**src/rtl/bsp_pkg.sv**
```systemverilog
// Shared types, codes and constants of the bank switch page table.
`default_nettype none

package bsp_pkg;

    localparam int CPU_PAGES     = 8;
    localparam int PPU_PAGES     = 12;
    localparam int CHR_RAM_BANKS = 32;

    localparam int IN_W  = 24;
    localparam int OUT_W = 24;
    localparam int CFG_W = 12;

    // Divider geometry: the largest dividend is a 12-bit bank times eight.
    localparam int DVD_W = 15;
    localparam int DIV_W = 12;
    localparam int REM_W = 11;

    localparam logic [DIV_W-1:0] PRG_COUNT_MAX = 12'd512;
    localparam logic [DIV_W-1:0] CHR_COUNT_MAX = 12'd2048;
    localparam logic [4:0]       NT_FIRST_PAGE = 5'd8;

    // Configuration register indexes.
    localparam logic CFG_PRG_COUNT = 1'b0;
    localparam logic CFG_CHR_COUNT = 1'b1;

    // Input actions.
    localparam logic [3:0] ACT_PRG8     = 4'd0;
    localparam logic [3:0] ACT_PRG16    = 4'd1;
    localparam logic [3:0] ACT_PRG32    = 4'd2;
    localparam logic [3:0] ACT_CHR1     = 4'd3;
    localparam logic [3:0] ACT_CHR2     = 4'd4;
    localparam logic [3:0] ACT_CHR4     = 4'd5;
    localparam logic [3:0] ACT_CHR8     = 4'd6;
    localparam logic [3:0] ACT_RAM1     = 4'd7;
    localparam logic [3:0] ACT_RAM2     = 4'd8;
    localparam logic [3:0] ACT_RAM4     = 4'd9;
    localparam logic [3:0] ACT_RAM8     = 4'd10;
    localparam logic [3:0] ACT_NT       = 4'd11;
    localparam logic [3:0] ACT_MIRROR   = 4'd12;
    localparam logic [3:0] ACT_READ_CPU = 4'd13;
    localparam logic [3:0] ACT_READ_PPU = 4'd14;

    // Region codes.
    localparam logic [2:0] RG_PRG_ROM  = 3'd0;
    localparam logic [2:0] RG_INT_RAM  = 3'd1;
    localparam logic [2:0] RG_WORK_RAM = 3'd2;
    localparam logic [2:0] RG_DUMMY    = 3'd3;
    localparam logic [2:0] RG_CHR_ROM  = 3'd4;
    localparam logic [2:0] RG_CHR_RAM  = 3'd5;
    localparam logic [2:0] RG_NT_RAM   = 3'd6;

    // Mirroring modes.
    localparam logic [2:0] MIR_HORIZ = 3'd0;
    localparam logic [2:0] MIR_VERT  = 3'd1;
    localparam logic [2:0] MIR_LOW   = 3'd2;
    localparam logic [2:0] MIR_HIGH  = 3'd3;
    localparam logic [2:0] MIR_FOUR  = 3'd4;

    typedef enum logic [2:0] {
        MODE_PRG,
        MODE_CHR,
        MODE_RAM,
        MODE_NT,
        MODE_MIRROR,
        MODE_READ_CPU,
        MODE_READ_PPU,
        MODE_NOP
    } t_mode;

    typedef enum logic [4:0] {
        S_IDLE     = 5'b00001,
        S_DISPATCH = 5'b00010,
        S_DIV      = 5'b00100,
        S_WRITE    = 5'b01000,
        S_READ     = 5'b10000
    } t_state;

    typedef struct packed {
        logic load;
        logic div_step;
        logic walk_init;
        logic write;
        logic out_load;
    } t_cmd;

    typedef struct packed {
        logic need_mod;
        logic is_read;
        logic is_nop;
        logic div_last;
        logic walk_last;
        logic read_ok;
        logic out_free;
    } t_status;

    // Nametable bank of page 8 + idx for a mirroring mode.
    function automatic logic [1:0] mirror_bank(input logic [2:0] mode,
                                               input logic [1:0] idx);
        logic [1:0] res;
        case (mode)
            MIR_HORIZ: res = {1'b0, idx[1]};
            MIR_VERT:  res = {1'b0, idx[0]};
            MIR_LOW:   res = 2'd0;
            MIR_HIGH:  res = 2'd1;
            MIR_FOUR:  res = idx;
            default:   res = 2'd0;
        endcase
        return res;
    endfunction

endpackage

`default_nettype wire

```
**src/rtl/bsp_ctrl.sv**
```systemverilog
// Sequencer of the bank switch page table: accepts words and steps the datapath.
`default_nettype none

module bsp_ctrl (
    input  wire              i_clk,
    input  wire              i_rst_n,
    input  wire              s_axis_tvalid,
    output logic             s_axis_tready,
    input  bsp_pkg::t_status i_status,
    output bsp_pkg::t_cmd    o_cmd
);

    bsp_pkg::t_state r_state;
    bsp_pkg::t_state n_state;

    always_ff @(posedge i_clk) begin
        if (!i_rst_n) begin
            r_state <= bsp_pkg::S_IDLE;
        end else begin
            r_state <= n_state;
        end
    end

    always_comb begin
        n_state       = r_state;
        o_cmd         = '0;
        s_axis_tready = 1'b0;
        unique case (r_state)
            bsp_pkg::S_IDLE: begin
                s_axis_tready = 1'b1;
                if (s_axis_tvalid) begin
                    o_cmd.load = 1'b1;
                    n_state    = bsp_pkg::S_DISPATCH;
                end
            end
            bsp_pkg::S_DISPATCH: begin
                if (i_status.is_nop) begin
                    n_state = bsp_pkg::S_IDLE;
                end else if (i_status.is_read) begin
                    n_state = bsp_pkg::S_READ;
                end else if (i_status.need_mod) begin
                    n_state = bsp_pkg::S_DIV;
                end else begin
                    n_state = bsp_pkg::S_WRITE;
                end
            end
            bsp_pkg::S_DIV: begin
                o_cmd.div_step = 1'b1;
                if (i_status.div_last) begin
                    o_cmd.walk_init = 1'b1;
                    n_state         = bsp_pkg::S_WRITE;
                end
            end
            bsp_pkg::S_WRITE: begin
                o_cmd.write = 1'b1;
                if (i_status.walk_last) begin
                    n_state = bsp_pkg::S_IDLE;
                end
            end
            bsp_pkg::S_READ: begin
                if (!i_status.read_ok) begin
                    n_state = bsp_pkg::S_IDLE;
                end else if (i_status.out_free) begin
                    o_cmd.out_load = 1'b1;
                    n_state        = bsp_pkg::S_IDLE;
                end
            end
            default: begin
                n_state = bsp_pkg::S_IDLE;
            end
        endcase
    end

endmodule

`default_nettype wire

```
**src/rtl/bsp_datapath.sv**
```systemverilog
// Datapath of the bank switch page table: page tables, bank divider and output register.
`default_nettype none

module bsp_datapath (
    input  wire                        i_clk,
    input  wire                        i_rst_n,
    input  wire                        i_cfg_we,
    input  wire                        i_cfg_index,
    input  wire  [bsp_pkg::CFG_W-1:0]  i_cfg_data,
    // fields from bit 0: action[3:0], page[7:4], bank_number[19:8], zero pad
    input  wire  [bsp_pkg::IN_W-1:0]   i_in_data,
    output logic                       o_out_valid,
    input  wire                        i_out_ready,
    // fields from bit 0: region[2:0], mapped_bank[13:3], chr_ram_used[21:14], zero pad
    output logic [bsp_pkg::OUT_W-1:0]  o_out_data,
    input  bsp_pkg::t_cmd              i_cmd,
    output bsp_pkg::t_status           o_status
);

    localparam int CPU_IDX_W = $clog2(bsp_pkg::CPU_PAGES);
    localparam int PPU_IDX_W = $clog2(bsp_pkg::PPU_PAGES);
    localparam int GRP_N     = bsp_pkg::CHR_RAM_BANKS / 4;

    // Configuration registers.
    logic [9:0]  r_prg_count;
    logic [11:0] r_chr_count;

    // Page tables.
    logic [2:0]  r_cpu_region [bsp_pkg::CPU_PAGES];
    logic [8:0]  r_cpu_bank   [bsp_pkg::CPU_PAGES];
    logic [2:0]  r_ppu_region [bsp_pkg::PPU_PAGES];
    logic [10:0] r_ppu_bank   [bsp_pkg::PPU_PAGES];
    logic [GRP_N-1:0] r_used;

    // Item being worked on.
    bsp_pkg::t_mode             r_mode;
    logic [4:0]                 r_page;
    logic [3:0]                 r_cnt;
    logic [1:0]                 r_idx;
    logic [bsp_pkg::REM_W-1:0]  r_val;
    logic [bsp_pkg::DIV_W-1:0]  r_div;
    logic [bsp_pkg::DVD_W-1:0]  r_dvd;
    logic [bsp_pkg::REM_W-1:0]  r_rem;
    logic [3:0]                 r_step;

    logic                       r_out_valid;
    logic [bsp_pkg::OUT_W-1:0]  r_out_data;

    // Decode of the incoming word.
    logic [3:0]  in_action;
    logic [3:0]  in_page;
    logic [11:0] in_bank;
    bsp_pkg::t_mode            d_mode;
    logic [4:0]                d_page;
    logic [3:0]                d_cnt;
    logic [1:0]                d_shift;
    logic [bsp_pkg::DVD_W-1:0] d_dvd;
    logic [bsp_pkg::REM_W-1:0] d_val;
    logic [bsp_pkg::DIV_W-1:0] eff_prg;
    logic [bsp_pkg::DIV_W-1:0] eff_chr;

    assign in_action = i_in_data[3:0];
    assign in_page   = i_in_data[7:4];
    assign in_bank   = i_in_data[19:8];

    always_comb begin
        if (r_prg_count == 10'd0) begin
            eff_prg = 12'd1;
        end else if ({2'b00, r_prg_count} > bsp_pkg::PRG_COUNT_MAX) begin
            eff_prg = bsp_pkg::PRG_COUNT_MAX;
        end else begin
            eff_prg = {2'b00, r_prg_count};
        end
        if (r_chr_count == 12'd0) begin
            eff_chr = 12'd1;
        end else if (r_chr_count > bsp_pkg::CHR_COUNT_MAX) begin
            eff_chr = bsp_pkg::CHR_COUNT_MAX;
        end else begin
            eff_chr = r_chr_count;
        end
    end

    always_comb begin
        d_mode  = bsp_pkg::MODE_NOP;
        d_page  = {1'b0, in_page};
        d_cnt   = 4'd1;
        d_shift = 2'd0;
        unique case (in_action)
            bsp_pkg::ACT_PRG8: begin
                d_mode = bsp_pkg::MODE_PRG;
            end
            bsp_pkg::ACT_PRG16: begin
                d_mode  = bsp_pkg::MODE_PRG;
                d_cnt   = 4'd2;
                d_shift = 2'd1;
            end
            bsp_pkg::ACT_PRG32: begin
                d_mode  = bsp_pkg::MODE_PRG;
                d_page  = 5'd4;
                d_cnt   = 4'd4;
                d_shift = 2'd2;
            end
            bsp_pkg::ACT_CHR1, bsp_pkg::ACT_RAM1: begin
                d_mode = (in_action == bsp_pkg::ACT_CHR1) ? bsp_pkg::MODE_CHR
                                                          : bsp_pkg::MODE_RAM;
            end
            bsp_pkg::ACT_CHR2, bsp_pkg::ACT_RAM2: begin
                d_mode  = (in_action == bsp_pkg::ACT_CHR2) ? bsp_pkg::MODE_CHR
                                                           : bsp_pkg::MODE_RAM;
                d_cnt   = 4'd2;
                d_shift = 2'd1;
            end
            bsp_pkg::ACT_CHR4, bsp_pkg::ACT_RAM4: begin
                d_mode  = (in_action == bsp_pkg::ACT_CHR4) ? bsp_pkg::MODE_CHR
                                                           : bsp_pkg::MODE_RAM;
                d_cnt   = 4'd4;
                d_shift = 2'd2;
            end
            bsp_pkg::ACT_CHR8, bsp_pkg::ACT_RAM8: begin
                d_mode  = (in_action == bsp_pkg::ACT_CHR8) ? bsp_pkg::MODE_CHR
                                                           : bsp_pkg::MODE_RAM;
                d_page  = 5'd0;
                d_cnt   = 4'd8;
                d_shift = 2'd3;
            end
            bsp_pkg::ACT_NT: begin
                d_mode = bsp_pkg::MODE_NT;
            end
            bsp_pkg::ACT_MIRROR: begin
                // Unknown mirroring modes leave the table untouched.
                if (in_bank <= 12'd4) begin
                    d_mode = bsp_pkg::MODE_MIRROR;
                    d_page = bsp_pkg::NT_FIRST_PAGE;
                    d_cnt  = 4'd4;
                end
            end
            bsp_pkg::ACT_READ_CPU: begin
                d_mode = bsp_pkg::MODE_READ_CPU;
            end
            bsp_pkg::ACT_READ_PPU: begin
                d_mode = bsp_pkg::MODE_READ_PPU;
            end
            default: begin
                d_mode = bsp_pkg::MODE_NOP;
            end
        endcase
        d_dvd = bsp_pkg::DVD_W'(in_bank) << d_shift;
        case (d_mode)
            bsp_pkg::MODE_RAM:    d_val = {6'd0, d_dvd[4:0]};
            bsp_pkg::MODE_NT:     d_val = {9'd0, in_bank[1:0]};
            bsp_pkg::MODE_MIRROR: d_val = {8'd0, in_bank[2:0]};
            default:              d_val = '0;
        endcase
    end

    // One restoring division step per cycle on the stored dividend.
    logic [bsp_pkg::DIV_W-1:0] rem_shift;
    logic [bsp_pkg::REM_W-1:0] n_rem;

    always_comb begin
        rem_shift = {r_rem, r_dvd[bsp_pkg::DVD_W-1]};
        if (rem_shift >= r_div) begin
            n_rem = bsp_pkg::REM_W'(rem_shift - r_div);
        end else begin
            n_rem = bsp_pkg::REM_W'(rem_shift);
        end
    end

    // Walk over the pages of one command.
    logic                      is_mod_mode;
    logic                      to_cpu;
    logic                      page_ok;
    logic [bsp_pkg::DIV_W-1:0] val_inc;
    logic [bsp_pkg::REM_W-1:0] n_val;
    logic [2:0]                wr_region;
    logic [10:0]               wr_bank;

    assign is_mod_mode = (r_mode == bsp_pkg::MODE_PRG) || (r_mode == bsp_pkg::MODE_CHR);
    assign to_cpu      = (r_mode == bsp_pkg::MODE_PRG) || (r_mode == bsp_pkg::MODE_READ_CPU);
    assign page_ok     = to_cpu ? (r_page < 5'(bsp_pkg::CPU_PAGES))
                                : (r_page < 5'(bsp_pkg::PPU_PAGES));
    assign val_inc     = {1'b0, r_val} + 12'd1;

    always_comb begin
        // Consecutive banks wrap at the bank count without a second division.
        if (r_mode == bsp_pkg::MODE_MIRROR) begin
            n_val = r_val;
        end else if (is_mod_mode && (val_inc == r_div)) begin
            n_val = '0;
        end else begin
            n_val = bsp_pkg::REM_W'(val_inc);
        end
        case (r_mode)
            bsp_pkg::MODE_CHR: begin
                wr_region = bsp_pkg::RG_CHR_ROM;
                wr_bank   = r_val;
            end
            bsp_pkg::MODE_RAM: begin
                wr_region = bsp_pkg::RG_CHR_RAM;
                wr_bank   = r_val;
            end
            bsp_pkg::MODE_NT: begin
                wr_region = bsp_pkg::RG_NT_RAM;
                wr_bank   = r_val;
            end
            bsp_pkg::MODE_MIRROR: begin
                wr_region = bsp_pkg::RG_NT_RAM;
                wr_bank   = {9'd0, bsp_pkg::mirror_bank(r_val[2:0], r_idx)};
            end
            default: begin
                wr_region = bsp_pkg::RG_PRG_ROM;
                wr_bank   = r_val;
            end
        endcase
    end

    always_ff @(posedge i_clk) begin
        if (!i_rst_n) begin
            r_prg_count <= 10'd1;
            r_chr_count <= 12'd1;
        end else if (i_cfg_we) begin
            if (i_cfg_index == bsp_pkg::CFG_PRG_COUNT) begin
                r_prg_count <= i_cfg_data[9:0];
            end
            if (i_cfg_index == bsp_pkg::CFG_CHR_COUNT) begin
                r_chr_count <= i_cfg_data[11:0];
            end
        end
    end

    always_ff @(posedge i_clk) begin
        if (!i_rst_n) begin
            r_mode <= bsp_pkg::MODE_NOP;
        end else if (i_cmd.load) begin
            r_mode <= d_mode;
        end
    end

    always_ff @(posedge i_clk) begin
        if (i_cmd.load) begin
            r_page <= d_page;
            r_cnt  <= d_cnt;
            r_idx  <= 2'd0;
            r_val  <= d_val;
            r_div  <= (d_mode == bsp_pkg::MODE_PRG) ? eff_prg : eff_chr;
            r_dvd  <= d_dvd;
            r_rem  <= '0;
            r_step <= 4'(bsp_pkg::DVD_W);
        end else begin
            if (i_cmd.div_step) begin
                r_dvd  <= r_dvd << 1;
                r_rem  <= n_rem;
                r_step <= r_step - 4'd1;
            end
            if (i_cmd.walk_init) begin
                r_val <= n_rem;
            end
            if (i_cmd.write) begin
                r_page <= r_page + 5'd1;
                r_cnt  <= r_cnt - 4'd1;
                r_idx  <= r_idx + 2'd1;
                r_val  <= n_val;
            end
        end
    end

    always_ff @(posedge i_clk) begin
        if (!i_rst_n) begin
            for (int i = 0; i < bsp_pkg::CPU_PAGES; i++) begin
                r_cpu_region[i] <= bsp_pkg::RG_PRG_ROM;
                r_cpu_bank[i]   <= '0;
            end
            r_cpu_region[0] <= bsp_pkg::RG_INT_RAM;
            r_cpu_region[1] <= bsp_pkg::RG_DUMMY;
            r_cpu_region[2] <= bsp_pkg::RG_DUMMY;
            r_cpu_region[3] <= bsp_pkg::RG_WORK_RAM;
            for (int i = 0; i < bsp_pkg::PPU_PAGES; i++) begin
                r_ppu_region[i] <= '0;
                r_ppu_bank[i]   <= '0;
            end
            r_used <= '0;
        end else if (i_cmd.write && page_ok) begin
            if (to_cpu) begin
                r_cpu_region[r_page[CPU_IDX_W-1:0]] <= wr_region;
                r_cpu_bank[r_page[CPU_IDX_W-1:0]]   <= wr_bank[8:0];
            end else begin
                r_ppu_region[r_page[PPU_IDX_W-1:0]] <= wr_region;
                r_ppu_bank[r_page[PPU_IDX_W-1:0]]   <= wr_bank;
                if (r_mode == bsp_pkg::MODE_RAM) begin
                    r_used[r_val[4:2]] <= 1'b1;
                end
            end
        end
    end

    // Output register: a read may load it in the cycle the previous word leaves.
    logic [2:0]  rd_region;
    logic [10:0] rd_bank;

    always_comb begin
        if (to_cpu) begin
            rd_region = r_cpu_region[r_page[CPU_IDX_W-1:0]];
            rd_bank   = {2'b00, r_cpu_bank[r_page[CPU_IDX_W-1:0]]};
        end else begin
            rd_region = r_ppu_region[r_page[PPU_IDX_W-1:0]];
            rd_bank   = r_ppu_bank[r_page[PPU_IDX_W-1:0]];
        end
    end

    always_ff @(posedge i_clk) begin
        if (!i_rst_n) begin
            r_out_valid <= 1'b0;
        end else if (i_cmd.out_load) begin
            r_out_valid <= 1'b1;
        end else if (i_out_ready) begin
            r_out_valid <= 1'b0;
        end
    end

    always_ff @(posedge i_clk) begin
        if (i_cmd.out_load) begin
            r_out_data <= {2'b00, r_used, rd_bank, rd_region};
        end
    end

    assign o_out_valid = r_out_valid;
    assign o_out_data  = r_out_data;

    assign o_status.need_mod  = is_mod_mode;
    assign o_status.is_read   = (r_mode == bsp_pkg::MODE_READ_CPU) ||
                                (r_mode == bsp_pkg::MODE_READ_PPU);
    assign o_status.is_nop    = (r_mode == bsp_pkg::MODE_NOP);
    assign o_status.div_last  = (r_step == 4'd1);
    assign o_status.walk_last = (r_cnt == 4'd1);
    assign o_status.read_ok   = page_ok;
    assign o_status.out_free  = !r_out_valid || i_out_ready;

endmodule

`default_nettype wire

```
**src/rtl/bank_switch_page_table.sv**
```systemverilog
// Top level of the bank switch page table: sequencer plus datapath.
//
//  port group     dir   payload                                     accepted when
//  s_axis_*       in    action, page, bank_number                   tvalid && tready
//  m_axis_*       out   region, mapped_bank, chr_ram_used           tvalid && tready
//  i_cfg_*        in    prg_bank_count (0), chr_bank_count (1)      i_cfg_we
//
// One word is worked on at a time; tready is high only while the sequencer is idle.
// Program and character ROM sets pass through dispatch, a 15-step restoring divider
// that reduces the first bank, and a write pass of 1 to 8 pages, one per cycle;
// later banks wrap by compare. Character RAM, nametable and mirroring sets go
// from dispatch straight to the write pass; reads of a page in the table wait
// for the output register to empty; other words return to idle after dispatch.
// Synchronous reset restores the page tables at once; no clearing pass is needed.
// A stalled output does not block writes; only a following read waits for it.
`default_nettype none

module bank_switch_page_table (
    input  wire                        i_clk,
    input  wire                        i_rst_n,
    input  wire                        i_cfg_we,
    input  wire                        i_cfg_index,
    input  wire  [bsp_pkg::CFG_W-1:0]  i_cfg_data,
    input  wire                        s_axis_tvalid,
    output logic                       s_axis_tready,
    // fields from bit 0: action[3:0], page[7:4], bank_number[19:8], zero pad
    input  wire  [bsp_pkg::IN_W-1:0]   s_axis_tdata,
    output logic                       m_axis_tvalid,
    input  wire                        m_axis_tready,
    // fields from bit 0: region[2:0], mapped_bank[13:3], chr_ram_used[21:14], zero pad
    output logic [bsp_pkg::OUT_W-1:0]  m_axis_tdata
);

    bsp_pkg::t_cmd    cmd;
    bsp_pkg::t_status status;

    bsp_ctrl u_ctrl (
        .i_clk         (i_clk),
        .i_rst_n       (i_rst_n),
        .s_axis_tvalid (s_axis_tvalid),
        .s_axis_tready (s_axis_tready),
        .i_status      (status),
        .o_cmd         (cmd)
    );

    bsp_datapath u_datapath (
        .i_clk       (i_clk),
        .i_rst_n     (i_rst_n),
        .i_cfg_we    (i_cfg_we),
        .i_cfg_index (i_cfg_index),
        .i_cfg_data  (i_cfg_data),
        .i_in_data   (s_axis_tdata),
        .o_out_valid (m_axis_tvalid),
        .i_out_ready (m_axis_tready),
        .o_out_data  (m_axis_tdata),
        .i_cmd       (cmd),
        .o_status    (status)
    );

endmodule

`default_nettype wire

```
**config.mk**
```make
export PLATFORM = sky130hd
export DESIGN_NAME = bank_switch_page_table
export DESIGN_NICKNAME = d
export VERILOG_FILES = /design/src/rtl/bsp_pkg.sv /design/src/rtl/bsp_ctrl.sv /design/src/rtl/bsp_datapath.sv /design/src/rtl/bank_switch_page_table.sv
export SDC_FILE = /design/constraint.sdc
export NUM_CORES = 1
export LEC_CHECK = 0
export ABC_AREA = 1
export BUFFER_PORTS_ARGS = -buffer_cell sky130_fd_sc_hd__buf_4
export CAP_MARGIN = 10
export CORE_MARGIN = 2
export CORE_UTILIZATION = 45
export CTS_BUF_LIST = sky130_fd_sc_hd__clkbuf_2
export DETAILED_ROUTE_END_ITERATION = 10
export GPL_TIMING_DRIVEN = 1
export PLACE_DENSITY = 0.72
export SYNTH_ARGS = -nofsm -noshare
export SYNTH_HDL_FRONTEND = slang
export SYNTH_SLANG_ARGS = --single-unit
```
**constraint.sdc**
```tcl
create_clock -name i_clk -period 4.3 [get_ports i_clk]
set_clock_uncertainty 0.2 [all_clocks]
set_input_delay 0.86 -clock i_clk [delete_from_list [all_inputs] [get_ports i_clk]]
set_output_delay 0.86 -clock i_clk [all_outputs]
set_load 0.05 [all_outputs]
```
==> summary.md, run 1 <==
| Metric | Value |
|---|---|
| Via density | `between 5 and 6` |
| DR DRC count | `0` |
| Die ar. | `around 50000 µm²` |
| Final Cell Area | `around 24000 µm²` |
| Total track usage | `between 20% and 30%` |
| Period utilisation layout | `83.60%` |
| Min cycle time layout | `between 3 and 4 ns` |
| Crit. End Element | `flip-flop` |
| Leakage power | `about 9.3 nW` |
| # rows | `79` |
| Final Util | `about half` |
| Post-CTS sizing | `0` |
| Total Wirelength | `approximately 54 mm` |
| Finished Layout Cells | `approximately 3000` |
| GPL Wtd Cong | `around 0.9` |
| Placed Instance Area | `22240 µm²` |
| Crit start category | `flip-flop` |
| Layout cells sized above 1 | `between 10% and 20%` |
| Synth Instances | `roughly 2100` |
| Total core area | `about 46000 µm²` |
| Crit Path Max Fanout | `15` |
| Synthesized cell area | `21080 µm²` |
| Synth unique cells | `51` |
| Final Hold Viols | `0` |
| Top-area cell type share of the netlist area | `~55%` |
| PD cells | `roughly 410 nW/µm²` |
| Fill cells | `between 4000 and 5000` |
| Worst setup path class | `flip-flop to flip-flop` |
| First-pass iteration count of the detailed router | `6` |
| Setup violators final | `0` |
| Synth area leader | `edfxtp_1` |
| Net count, final | `approximately 2400` |
| Min-delay worst type | `primary input to flip-flop` |
| Clock tree root driver cell | `clkbuf_2` |
| Worst hold slack | `between 0.1 and 0.15 ns` |
| Top Ports | `68` |
| Max-cap viol count | `0` |
| VDD IR max | `roughly 0.26 mV` |
| Die height | `220.4 µm` |
| Mean routed wirelength per cell | `around 18 µm` |
| Outcome | `finished, final reports clean` |
| CTS tree | `yes` |
| Ys flop type | `edfxtp_1` |
| Syn avg cell area | `roughly 9.9 µm²` |
| Tot Pwr | `9.729 mW` |
| RSZ-0062 raised after global routing | `no` |
| Warnings from Yosys | `0` |
| Fmax | `approximately 0.28 GHz` |
| Register area share after synthesis | `between 60% and 70%` |
| Initial antenna violation count | `1` |
| DPL Wire Length | `between 30 and 40 mm` |
| Area grow syn2layout | `12.38%` |
| Synth async-reset ratio | `0%` |
| Deepest level of the CTS H-tree | `3` |
| First DRT Iteration DRCs | `between 1500 and 2000` |
| Initial core utilization | `a little under half` |
| Die W | `between 200 and 250 µm` |
| Post-synth EDFFs | `approximately 400` |
| Largest net degree at the start of global routing | `~160` |
| Num CTS Buffers | `about 110` |
| Multi-input gate area in the final layout | `approximately 7400 µm²` |
| Skew-Pair Late Insertion Delay | `between 1 and 1.5 ns` |
| Slew margin rel. | `between 20% and 30%` |
| Max clock buf depth | `3` |
| First-pass GRT wire length | `83.80 mm` |
| Arrival time worst endpoint | `just over 4 ns` |
| Max-slew violation total from the final report | `0` |
| Routed Antenna Nets | `0` |
| Clock-pin slew on the worst setup and hold paths | `roughly 0.11 ns` |
| Worst-margin pin slew | `around 1.1 ns` |
| Final Worst Setup Slack | `0.7052 ns` |
| Largest cells by area after synthesis | `edfxtp_1 (55%), nor2_1 (8.2%), o21ai_0 (5.7%)` |
| Total grt overflow | `0` |
| Required time worst endpoint | `~4.8 ns` |
| DP Worst Slack | `between 0.8 and 0.9 ns` |
| Via Count | `16470` |
| Vias in the first global route | `roughly 16000` |
| #FFs+latches synth | `449` |
| Port Buffer Count | `just over 60` |
| Setup TNS | `0 ns` |
| Clk sink count | `between 400 and 500` |
| FF/Latch Area | `12890 µm²` |
| Placed cells | `between 2000 and 3000` |
-- routing by layer --
| layer | track usage, % | vias to the layer above | wire length [µm] |
|---|---|---|---|
| li1 | - | 7762 | - |
| met1 | 29.16 | 7788 | 22030 |
| met2 | 35.78 | 790 | 25370 |
| met3 | 4.674 | 128 | 4989 |
| met4 | 11.12 | 0 | 2036 |
| met5 | 0 | - | 0 |
-- area by class of cell --
cell class | count | share of cell area, %
diodes | 2 | 0.02113
clock buffers | 154 | 3.254
clock inverters | 30 | 0.7976
inverters | 128 | 2.060
multi-input cells | 1494 | 31.14
flip-flops and latches | 449 | 54.41
well taps | 607 | 3.206
repair buffers | 140 | 5.103
-- cell usage in the layout (no fill, tap or decap), drive strengths merged, types with 45 or more instances in the layout --
| cell | netlist | layout |
|---|---|---|
| buf | 29 | 92 |
| o221ai | 45 | 45 |
| nand2 | 268 | 268 |
| edfxtp | 389 | 389 |
| dlygate4sd3 | 0 | 48 |
| dfxtp | 60 | 60 |
| a21oi | 49 | 49 |
| nand3 | 116 | 116 |
| o21ai | 244 | 244 |
| nor2 | 524 | 524 |
| clkbuf | 105 | 154 |
| conb | 1 | 76 |
| inv | 125 | 127 |
-- what timing repair did --
item,4_1_cts,5_1_grt
setup buffers,0,0
endpoints found under the hold margin,50,0
hold buffers,48,0
-- state kept, by name, summed over array words and instances (netlist names), named ones only --
register,count
u_datapath.r_page,5
u_datapath.r_step,4
u_datapath.r_rem,11
u_datapath.r_div,12
u_datapath.r_cnt,4
u_datapath.r_chr_count,12
u_datapath.o_out_data,22
u_datapath.r_cpu_bank,72
u_datapath.r_dvd,15
u_datapath.r_val,11
u_ctrl.r_state,5
u_datapath.o_out_valid,1
u_datapath.r_ppu_bank,176
u_datapath.r_prg_count,10
u_datapath.r_mode,3
u_datapath.r_cpu_region,24
u_datapath.r_idx,2
u_datapath.r_ppu_region,48
u_datapath.r_used,8
-- worst max-delay path, stage by stage (launching register included) --
cell and delay (ns):
edfxtp_1 0.56, inv_1 0.22, o21ai_0 0.11, a21oi_1 0.25
and2_4 0.22, nand2_2 0.06, nor2_4 0.54, nand3_4 0.36
nand2_1 0.63
-- power breakdown --
group / switching, mW / internal (mW)
Clock: 1.70 / 1.08
Sequential: 0.100 / 4.99
Combinational: 1.33 / 0.530
Total: 3.13 / 6.60
-- cell families (layout without fill, tap and decap cells) --
family | Yosys count | after routing | synth area share [%]
AO/OA/AOI/OAI | 424 | 424 | 11.62
XOR/XNOR | 15 | 15 | 0.6885
adder cells (fa/ha/maj) | 25 | 25 | 1.520
buffers and inverters | 262 | 452 | 5.253
flip-flops | 449 | 449 | 61.12
other | 1 | 78 | 0.01779
AND/OR/NAND/NOR | 954 | 954 | 19.78
-- cells in the mapped netlist, drive strengths merged (2+ instances only) --
cell / count
o21a: 3
o221ai: 45
edfxtp: 389
a21oi: 49
xnor2: 4
ha: 24
clkinv: 3
nand2: 268
o21ai: 244
nor4: 6
a31oi: 14
a21o: 2
inv: 125
or2: 6
clkbuf: 105
xor2: 10
nor3: 8
a22oi: 4
o211ai: 16
buf: 29
nand4: 19
o22ai: 41
nor2: 524
dfxtp: 60
nand3b: 5
nand3: 116
-- path summary, 6_finish.rpt --
| path | from | to | slack, ns | cells past startpoint |
|---|---|---|---|---|
| hold reg to reg | u_datapath.r_used[3] | u_datapath.o_out_data[17] | 0.24 | 0 |
| hold / removal | s_axis_tdata[0] | u_datapath.r_mode[0] | 0.15 | 5 |
| setup / recovery | u_datapath.r_page[2] | u_datapath.r_ppu_region[0][2] | 0.71 | 8 |
| setup reg to reg | u_datapath.r_page[2] | u_datapath.r_ppu_region[0][2] | 0.71 | 8 |
(Power assumes the default switching activity.)
==> inputs of run 2 (changes only) <==
==> constraint.sdc (replaced) <==
create_clock -name i_clk -period 3.35 [get_ports i_clk]
set_clock_uncertainty 0.2 [all_clocks]
set_input_delay 0.67 -clock i_clk [delete_from_list [all_inputs] [get_ports i_clk]]
set_output_delay 0.67 -clock i_clk [all_outputs]
set_load 0.05 [all_outputs]
==> summary.md, run 2 (synthesized netlist as in run 1, its figures left out) <==
| Metric | Value |
|---|---|
| Outcome | `finished, final reports clean` |
| Min cycle time layout | `3.116 ns` |
| Int Pwr | `8.807 mW` |
| Commonest non-fill, non-tap cells in the layout | `nor2_1 (457), edfxtp_1 (389), nand2_1 (267)` |
| Layout cells sized above 1 | `about 17%` |
| Slowest stage cell on the critical path | `dlygate4sd3_1` |
| Die ar. | `48590 µm²` |
| Crit Path Max Fanout | `12` |
| Final Cell Area | `about 24000 µm²` |
| DPL Wire Length | `34.31 mm` |
| Finished Layout Cells | `between 3000 and 4000` |
| Crit path largest cell delay | `~0.58 ns` |
| Seq pwr share | `50.9%` |
| Sw Share | `approximately 31%` |
| Setup TNS | `0 ns` |
| Skew-Pair Late Insertion Delay | `between 1 and 1.5 ns` |
| Slew margin rel. | `about 28%` |
| Die height | `between 200 and 250 µm` |
| Num CTS Buffers | `111` |
| Max-cap viol count | `0` |
| Required time worst endpoint | `slightly below 4 ns` |
| Setup violators final | `0` |
| Final Hold Viols | `0` |
| Port Buffer Count | `just over 60` |
| Worst-margin pin slew | `1.077 ns` |
| Logic pwr share | `about a fifth` |
| Max reg flops | `roughly 180` |
| Clock power share | `30.0%` |
| Switching power | `between 4 and 5 mW` |
| RSZ-0062 raised after global routing | `no` |
| Die W | `220.4 µm` |
| Leakage power | `9.640 nW` |
| # rows | `slightly below 80` |
| Final Worst Setup Slack | `roughly 0.23 ns` |
| Placed cells | `about 2800` |
| Max-slew violation total from the final report | `0` |
| DP Worst Slack | `between 0.3 and 0.4 ns` |
| First-pass GRT wire length | `approximately 86 mm` |
| GPL Wtd Cong | `0.9011` |
| Final Util | `between 50% and 60%` |
| Clk sink count | `roughly 450` |
| Vias in the first global route | `16480` |
| Clock-pin slew on the worst setup and hold paths | `around 0.1 ns` |
| Max clock buf depth | `3` |
| Top Registers | `u_datapath.r_ppu_bank: 176 flops, u_datapath.r_cpu_bank: 72 flops, u_datapath.r_ppu_region: 48 flops` |
| Min-delay worst type | `flip-flop to flip-flop` |
| First DRT Iteration DRCs | `1549` |
| Clock tree root driver cell | `clkbuf_2` |
| Arrival time worst endpoint | `roughly 3.8 ns` |
| Fmax | `0.3210 GHz` |
| Period utilisation layout | `between 90% and 100%` |
| PD cells | `529.5 nW/µm²` |
| Total Wirelength | `approximately 55 mm` |
| Crit start category | `primary input` |
| Net count, final | `around 2400` |
| VDD IR max | `0.2791 mV` |
| Total core area | `46360 µm²` |
| Crit. End Element | `flip-flop` |
| Mean routed wirelength per cell | `18.01 µm` |
| First-pass iteration count of the detailed router | `6` |
| Placed Instance Area | `22510 µm²` |
| Via Count | `roughly 17000` |
| Worst setup path class | `primary input to flip-flop` |
| Worst hold slack | `approximately 0.25 ns` |
| Most common cell after layout, fill and taps aside | `nor2_1` |
| Total track usage | `a little under a quarter` |
| Routed Antenna Nets | `0` |
| DR DRC count | `0` |
| CTS tree | `yes` |
| Via density | `roughly 5.5` |
| Initial antenna violation count | `1` |
| Area grow syn2layout | `14.82%` |
| Tot Pwr | `approximately 13 mW` |
| Deepest level of the CTS H-tree | `3` |
| Initial core utilization | `45.47%` |
| Reg with most FFs | `u_datapath.r_ppu_bank` |
| Post-CTS sizing | `0` |
| CP cell instances | `dlygate4sd3_1 > buf_4 > nor2_1 > nor2_1 > nand2_1 > nand3_1 > buf_4 > nand2_1 > o21ai_0 > dlygate4sd3_1 > nand2_1 > nand3_1 > dlygate4sd3_1` |
| Total grt overflow | `0` |
| Largest net degree at the start of global routing | `161` |
| Top Ports | `roughly 70` |
run 2: area by class of cell:
cell class / count / area [µm²]
diodes: 1 / 2.502
clock inverters: 24 / 203.9
multi-input cells: 1494 / 7377
fillers: 4092 / 22160
flip-flops and latches: 449 / 12890
inverters: 128 / 488.0
well taps: 607 / 759.5
clock buffers: 174 / 870.8
repair buffers: 186 / 1612
run 2: metal layers:
metal	GRT usage, %	up-vias	part of all wire (%)
met5	0	-	0
met3	4.797	126	8.2
met1	29.18	8046	40
met4	11.68	0	3.8
met2	37.39	733	48
li1	-	7867	-
run 2: path summary, 6_finish.rpt:
| path | slack, ns | cells after the start | from | endpoint |
|---|---|---|---|---|
| worst max-delay path | 0.23 | 13 | s_axis_tdata[3] | u_datapath.r_dvd[8] |
| worst min-delay path | 0.25 | 0 | u_datapath.r_used[0] | u_datapath.o_out_data[14] |
| worst max register to register | 0.25 | 9 | u_datapath.r_page[3] | u_datapath.r_ppu_bank[8][10] |
| worst min register to register | 0.25 | 0 | u_datapath.r_used[0] | u_datapath.o_out_data[14] |
run 2: power by group through the flow:
| stage | Clock, mW | Combinational (mW) | Sequential (mW) |
|---|---|---|---|
| 2_1_floorplan | 0 | 1.54 | 6.60 |
| 3_3_place_gp | 0 | 2.27 | 6.63 |
| 3_5_place_dp | 0 | 2.33 | 6.65 |
| 4_1_cts | 3.94 | 2.41 | 6.52 |
| 5_1_grt | 4.21 | 2.68 | 6.55 |
| 6_report | 3.85 | 2.45 | 6.52 |
run 2: timing repair:
action | CTS | global route
hold endpoints to repair | 76 | 0
setup buffers | 0 | 0
hold buffers | 61 | 0
run 2: critical path: cells and delay by family:
family          cells  cell delay, ns
compound gates      1            0.12
simple gates        7            0.86
buf+inv             5            2.08
